### src/bubc_pkg.sv
// shared constants, types and helpers for the block usage bitmap checker
// no dependencies; imported by every other file of the block
package bubc_pkg;

  localparam int MAP_BLOCKS    = 65536;
  localparam int MISSING_LIMIT = 11;

  // map is stored as rows of WORD_W bits
  localparam int WORD_W = (MAP_BLOCKS >= 64) ? 32 : MAP_BLOCKS / 2;
  localparam int ROWS   = MAP_BLOCKS / WORD_W;
  localparam int ROW_W  = $clog2(ROWS);
  localparam int BIT_W  = $clog2(WORD_W);
  localparam int IDX_W  = ROW_W + BIT_W;
  localparam int TOP_W  = ((IDX_W > 16) ? IDX_W : 16) + 2;
  localparam int CNT_W  = $clog2(MISSING_LIMIT + 1);

  localparam int FIRST_W    = 16;
  localparam int SIZE_W     = 17;
  localparam int ADDR_W     = 32;
  localparam int BLOCK_W    = 17;
  localparam int TOTAL_W    = 32;
  localparam int CFG_IDX_W  = 1;
  localparam int CFG_DATA_W = 17;

  localparam logic [CFG_IDX_W-1:0] REG_FIRST_BLOCK = 1'd0;
  localparam logic [CFG_IDX_W-1:0] REG_FS_SIZE     = 1'd1;

  typedef enum logic [1:0] {
    KIND_USE   = 2'd0,
    KIND_FREE  = 2'd1,
    KIND_CLAIM = 2'd2,
    KIND_SCAN  = 2'd3
  } kind_t;

  typedef logic [WORD_W-1:0] word_t;

  typedef struct packed {
    logic             wr_en;
    logic [ROW_W-1:0] wr_row;
    word_t            wr_data;
    logic             rd_en;
    logic [ROW_W-1:0] rd_row;
  } map_req_t;

  typedef struct packed {
    logic used;
    logic dup;
    logic free;
    logic free_dup;
    logic bad;
  } stat_ev_t;

  typedef struct packed {
    logic [TOTAL_W-1:0] used;
    logic [TOTAL_W-1:0] dup;
    logic [TOTAL_W-1:0] free;
    logic [TOTAL_W-1:0] free_dup;
    logic [TOTAL_W-1:0] bad;
  } totals_t;

  // position of the highest set bit, zero for an empty word
  function automatic logic [BIT_W-1:0] top_set_bit(word_t w);
    logic [BIT_W-1:0] pos;
    pos = '0;
    for (int i = 0; i < WORD_W; i++) begin
      if (w[i]) begin
        pos = BIT_W'(i);
      end
    end
    return pos;
  endfunction

endpackage

### src/bubc_stats.sv
// saturating event counters of the bitmap checker
// depends on bubc_pkg; totals_next shows the values after this cycle's events
module bubc_stats
  import bubc_pkg::*;
(
  input  logic     clk,
  input  logic     rst,
  input  stat_ev_t ev,
  output totals_t  totals_next
);

  totals_t totals;

  function automatic logic [TOTAL_W-1:0] sat_inc(logic [TOTAL_W-1:0] c, logic en);
    logic [TOTAL_W-1:0] r;
    r = c;
    if (en && (c != '1)) begin
      r = c + TOTAL_W'(1);
    end
    return r;
  endfunction

  always_comb begin
    totals_next.used     = sat_inc(totals.used, ev.used);
    totals_next.dup      = sat_inc(totals.dup, ev.dup);
    totals_next.free     = sat_inc(totals.free, ev.free);
    totals_next.free_dup = sat_inc(totals.free_dup, ev.free_dup);
    totals_next.bad      = sat_inc(totals.bad, ev.bad);
  end

  always_ff @(posedge clk) begin
    if (rst) begin
      totals <= '0;
    end else begin
      totals <= totals_next;
    end
  end

endmodule

### config.mk
export PLATFORM = sky130hd
export DESIGN_NAME = bubc_stats
export DESIGN_NICKNAME = d
export VERILOG_FILES = /design/src/bubc_pkg.sv /design/src/bubc_stats.sv
export SDC_FILE = /design/constraint.sdc
export NUM_CORES = 1
export LEC_CHECK = 0
export BUFFER_PORTS_ARGS = -buffer_cell sky130_fd_sc_hd__buf_2
export CORE_MARGIN = 1.5
export CORE_UTILIZATION = 60
export CTS_CLUSTER_SIZE = 40
export DETAILED_ROUTE_END_ITERATION = 10
export PLACE_DENSITY_LB_ADDON = 0.12
export SLEW_MARGIN = 20
export SYNTH_ARGS = -nofsm -noshare
export SYNTH_HDL_FRONTEND = slang
export SYNTH_SLANG_ARGS = --single-unit
### constraint.sdc
create_clock -name clk -period 7.6 [get_ports clk]
set_clock_uncertainty 0.2 [all_clocks]
set_input_delay 0.38 -clock clk [delete_from_list [all_inputs] [get_ports clk]]
set_output_delay 0.38 -clock clk [all_outputs]
set_load 0.005 [all_outputs]
==> out/results.txt, run 1 <==
Drt total wl: 22200 um
Post-synthesis net count: 1137
Worst hold path type: in2reg
HPWL after DPL: 15900 um
Hold Fails Final Rpt: 0
Final setup viols: 0
Largest net degree at the start of global routing: 100
Worst hold start: ev[3]
Max Slew Vio Count: 0
Post-synth EDFFs: 0
Seq/Total Area, Yosys: 0.344
Die Span Y: 128 um
Starting Density: 0.612
Layout cells sized above 1: 0.219
Hold Slack: 0.166 ns
Via density: 5.95
Utilization after layout: 0.708
Clk sinks: 160
Actual slew at the worst max-slew pin: 0.994 ns
Clock root buffer master: clkbuf_16
Full die area: 0.0163 mm^2
Reg2reg end: totals[58]
Biggest regs: totals: 160 flops
Reg2reg start: totals[32]
Crit path DAT: 2.83 ns
Cell area after synthesis: 0.00931 mm^2
Register Area: 0.00320 mm^2
DRC viols: 0
Core Region: 0.0152 mm^2
Pre-CTS setup slack: 4.38 ns
Num CTS Buffers: 17
Endpoint, Worst Hold: totals[97]
Worst-Skew Late Latency: 0.42 ns
Total grt overflow: 0
Worst R2R Setup Slack: 4.91 ns
DRT Pass-1 Iters: 5
Max reg flops: 160
Mean post-synth cell area: 8.28 um^2
Max Cap Viol: 0
CTS tree: yes
Cts repair resizes: 0
#FFs+latches synth: 160
Slew HR: 0.337
GRT Overall Usage: 0.269
H-tree levels: 4
Leak Pwr: 4.84 nW
# diodes: 0
CP startpoint kind: flip-flop
Clock buffer depth: 2
Status: finished, final reports clean
# port buffers: 166
Site Rows: 45
CP endpoint kind: output port
Fmax: 293 MHz
Final WS setup: 4.19 ns
Global-route wire length before repair: 36000 um
Clk slew on worst S/H paths: 0.06 ns
Final cycle utilization of the critical path: 0.449
Cells after Synth: 1125
GPL Wtd Cong: 0.839
Starting DRT DRC Count: 532
Yosys warnings: 0
Initial antenna violation count: 1
Nets: 1278
Crit Path Class: reg2out
Area of the multi-input gates: 0.00585 mm^2
Syn-to-layout area delta: 15.6%
Count of different cell masters after synthesis: 57
Most flop-heavy register: totals
CTS Hold Bufs: 0
Required @ worst endpoint: 7.02 ns
Crit path max fanout: 12
Unrepaired setup endpoints after global routing: no
Number of fill cells: 1308
Setup TNS: 0 ns
PD cells: 158 mW/mm^2
Top FF cell, synth: dfxtp_1
Vias: 8708
Synth async-reset ratio: 0
Number of nets still failing antenna checks after routing: 0
Worst VDD drop: 192 uV
Ports: 167
Vias in the first global route: 7595
Drt wl/cell: 15.2 um
Hold Crit Depth: 3
Fin crit period: 3.41 ns
Reg2Reg Depth: 6
Post-CTS Setup Bufs: 0
Die width: 128 um
## worst max-delay path, cell delays in order (launching register included)
cell	delay [ns]
dfxtp_1	0.41
and4_1	0.29
nand3_1	0.38
o41ai_2	0.87
o21ai_0	0.25
nand2_1	0.11
buf_2	0.11
## layout make-up
class	count	area share
clock inverter	8	0.00860
multi-input combinational	896	0.543
tap	188	0.0218
sequential	160	0.298
clock buffer	21	0.0409
timing repair buffer	171	0.0812
inverter	20	0.00697
## kinds of logic after synthesis
group | synth area share
flip-flops | 0.344
multiplexers | 0.0718
AND/OR/NAND/NOR | 0.345
AO/OA/AOI/OAI | 0.106
adder cells (fa/ha/maj) | 0.00672
XOR/XNOR | 0.0960
buffers and inverters | 0.0297
## stage by stage
stage | instances | cell area [um^2] | total power, mW
4_1_cts | 1463 | 10700 | 1.72
6_report | 1464 | 10800 | 1.70
3_3_place_gp | 1434 | 10200 | 0.926
2_1_floorplan | 1125 | 9310 | 0.905
3_5_place_dp | 1434 | 10200 | 0.927
5_1_grt | 1464 | 10800 | 1.76
## how the worst max path moves through the flow
stage	from	end	slack [ns]	depth (start not counted)
2_1_floorplan	totals[128]	totals_next[129]	5.09	5
3_3_place_gp	totals[105]	totals_next[107]	4.44	6
3_5_place_dp	totals[105]	totals_next[107]	4.38	6
4_1_cts	totals[105]	totals_next[107]	3.94	6
5_1_grt	totals[74]	totals_next[73]	3.96	6
6_report	totals[74]	totals_next[79]	4.19	6
## where the power goes
part | switching (mW) | total [mW] | internal [mW]
clock | 0.319 | 0.794 | 0.475
sequential | 0.00561 | 0.850 | 0.844
combinational | 0.0377 | 0.0590 | 0.0213
total | 0.363 | 1.70 | 1.34
## Yosys cell counts (all sizes together) (2+ instances only)
master   number  area (um^2)
nor2         78          293
a211oi        7         52.6
buf           8         46.3
nor2b        51          319
and4         22          193
or2           7         43.8
nor4b         4         35.0
xor2         65          569
nand3        58          300
a41oi         5         43.8
mux2         58          668
inv          20         75.1
or3          38          243
o311ai        3         33.8
nand4        41          257
o21ai        35          175
and2         65          407
nor3         37          185
a2111oi      10         93.8
a21oi        48          240
dfxtp       160         3200
nor4         26          181
o41ai         5         66.3
ha            5         62.6
clkbuf       41          155
a211o         3         26.3
o2111ai       6         52.6
xnor2        37          324
or4          16          124
nand2       107          402
nand4b        2         17.5
and3         26          183
a31oi         7         43.8
o31ai        14          110
## cell usage in the layout (no fill, tap or decap), drive strengths merged, types with 38 or more instances in the layout
cell type,instances
mux2,58
a21oi,48
nor2b,51
nand2,107
nand3,58
xor2,65
nor2,78
and2,65
dfxtp,160
nand4,41
or3,38
buf,171
## layer usage
| layer | GRT usage | vias to the layer above | routed length, um |
|---|---|---|---|
| li1 | - | 4356 | - |
| met1 | 0.355 | 4068 | 10000 |
| met2 | 0.444 | 260 | 10500 |
| met3 | 0.0653 | 22 | 1410 |
| met4 | 0.0648 | 2 | 208 |
| met5 | 0 | - | 13 |
(Power assumes the default switching activity.)
==> run 2: changes to the inputs <==
- CORE_UTILIZATION: 60 -> 51
- clock period: 7.6 -> 2.76 ns (I/O delays scaled with it)
==> out/results.txt, run 2 (same netlist as run 1, synthesis figures left out) <==
CP Cell Sequence: ha_4 > nand2_2 > or3_4 > buf_6 > nor4_4 > buf_2 > o21ai_0 > nand2_1 > buf_2 (was and4_1 > nand3_1 > o41ai_2 > o21ai_0 > nand2_1 > buf_2)
Critical Path Max Stage Delay: 0.43 ns (was 0.87 ns)
Vias in the first global route: 8163 (was 7595)
Final instance area: 0.0122 mm^2 (was 0.0108 mm^2)
Placed cell area: 0.0105 mm^2 (was 0.0102 mm^2)
Area of the multi-input gates: 0.00647 mm^2 (was 0.00585 mm^2)
Syn-to-layout area delta: 31.0% (was 15.6%)
CP startpoint kind: flip-flop (unchanged)
Nets: 1339 (was 1278)
Slew HR: 0.642 (was 0.337)
Most flop-heavy register: totals (unchanged)
GRT Overall Usage: 0.244 (was 0.269)
Clock root buffer master: clkbuf_16 (unchanged)
GPL Wtd Cong: 0.825 (was 0.839)
Status: complete, but fails checks (was finished, final reports clean)
Required @ worst endpoint: 2.42 ns (was 7.02 ns)
PD cells: 443 mW/mm^2 (was 158 mW/mm^2)
Core Region: 0.0179 mm^2 (was 0.0152 mm^2)
DRT Pass-1 Iters: 5 (unchanged)
HPWL after DPL: 16500 um (was 15900 um)
# diodes: 0 (unchanged)
Setup TNS: -1.28 ns (was 0 ns)
Largest net degree at the start of global routing: 55 (was 100)
Layout cells sized above 1: 0.351 (was 0.219)
Drt total wl: 24500 um (was 22200 um)
Clock buffer depth: 2 (unchanged)
Starting Density: 0.520 (was 0.612)
Site Rows: 49 (was 45)
Fin crit period: 2.88 ns
Initial antenna violation count: 0 (was 1)
Unrepaired setup endpoints after global routing: yes (was no)
Failing checks: setup timing
Worst path slowest cell: nor4_4 (was o41ai_2)
Via density: 5.69 (was 5.95)
Crit path DAT: 2.55 ns (was 2.83 ns)
Worst hold path type: in2reg (unchanged)
Starting DRT DRC Count: 396 (was 532)
Most frequent cell on the critical path: buf_2
Final setup viols: 17 (was 0)
Full die area: 0.0191 mm^2 (was 0.0163 mm^2)
Most common cell after layout, fill and taps aside: buf_2 (unchanged)
CP top delay family: simple AND/OR/NAND/NOR gates (was compound AO/OA/AOI/OAI gates)
Ports: 167 (unchanged)
Number of nets still failing antenna checks after routing: 0 (unchanged)
Crit path buf inv count: 3 (was 1)
Crit path max fanout: 5 (was 12)
Worst VDD drop: 641 uV (was 192 uV)
Max Cap Viol: 0 (unchanged)
Fmax: 347 MHz
Vias: 8917 (was 8708)
H-tree levels: 4 (unchanged)
Max Slew Vio Count: 0 (unchanged)
Final cycle utilization of the critical path: 1.04
Worst-Skew Late Latency: 0.42 ns (about the same)
# port buffers: 166 (unchanged)
Crit Path Class: reg2out (unchanged)
Actual slew at the worst max-slew pin: 0.532 ns (was 0.994 ns)
Biggest regs: totals: 160 flops (unchanged)
Final WS setup: -0.124 ns (was 4.19 ns)
Leak Pwr: 5.39 nW (was 4.84 nW)
Max reg flops: 160 (unchanged)
Num CTS Buffers: 17 (unchanged)
CP endpoint kind: output port (unchanged)
Number of fill cells: 1496 (was 1308)
Most frequent cells in the layout: buf_2, dfxtp_1, nand2_1 (unchanged)
Total grt overflow: 0 (unchanged)
Die width: 138 um (was 128 um)
DRC viols: 0 (unchanged)
Clk sinks: 160 (unchanged)
Global-route wire length before repair: 39200 um (was 36000 um)
CTS tree: yes (unchanged)
Hold Fails Final Rpt: 0 (unchanged)
Die Span Y: 138 um (was 128 um)
Worst R2R Setup Slack: 0.29 ns (was 4.91 ns)
Register Area: 0.00327 mm^2 (was 0.00320 mm^2)
Clk slew on worst S/H paths: 0.06 ns (about the same)
Drt wl/cell: 15.6 um (was 15.2 um)
==> run 2: changes by cell type in the layout (fill, tap and decap cells not counted), moves of 8 or more <==
cell       before  now
a2111oi_0       9    1
nand2_1       107   99
buf_4           5   54
nor3_2          0    8
nor4_1         22   11
nor3_1         37   28
dfxtp_4         0    8
dfxtp_2         0   32
dfxtp_1       160  120
and4_1         22   11
and4_4          0    8
nand3_1        56   48
==> run 2: worst reg2reg max path: stages (launching register included) <==
cell and delay, ns:
dfxtp_4 0.37, ha_4 0.16, nand2_2 0.04, or3_4 0.40
buf_6 0.14, nor4_4 0.43, buf_6 0.20, nor2_4 0.04
buf_4 0.13, mux2_2 0.26
==> run 2: cell type report <==
| cell class | count | area share |
|---|---|---|
| inverter | 20 | 0.00615 |
| clock inverter | 10 | 0.0210 |
| tap | 229 | 0.0235 |
| multi-input combinational | 896 | 0.531 |
| clock buffer | 20 | 0.0374 |
| sequential | 160 | 0.268 |
| timing repair buffer | 232 | 0.113 |
==> run 2: what timing repair did <==
item	in CTS	in global routing
setup endpoints to repair	63	117
hold buffers	3	0
pin swaps	12	31
setup buffers	8	21
cloned	1	2
endpoints found under the hold margin	11	0
resized for setup	58	135
==> run 2: path summary, 6_finish.rpt <==
path,cells after the start,start,end
max,9,totals[97],totals_next[97]
max reg2reg,9,totals[97],totals[109]
min reg2reg,2,totals[13],totals[13]
min,4,ev[3],totals[99]
==> run 2: power breakdown <==
part / switching (mW) / internal (mW) / leakage, nW
clock network: 0.944 / 1.92 / 0.342
registers: 0.0219 / 2.32 / 1.31
logic: 0.113 / 0.0793 / 3.73
total: 1.08 / 4.32 / 5.39
==> run 2: per-stage QoR <==
step                cells  hold WS, ns  power [mW]   util  setup slack, ns
floorplan            1125        0.199        2.49      -            0.351
global placement     1502        0.285        2.56  0.586            0.237
detailed placement   1502        0.290        2.56  0.586            0.188
CTS                  1544     0.000386        5.44  0.645          -0.0265
global route         1567       0.0267        5.57  0.681           -0.195
finish               1567       0.0179        5.40  0.681           -0.124
==> run 2: metal layers <==
layer | global-route usage | routed length, um | up-vias
met5 | 0 | 0 | -
met4 | 0.0715 | 382 | 0
met3 | 0.0578 | 1350 | 27
met2 | 0.399 | 11500 | 232
met1 | 0.321 | 11200 | 4180
li1 | - | - | 4478
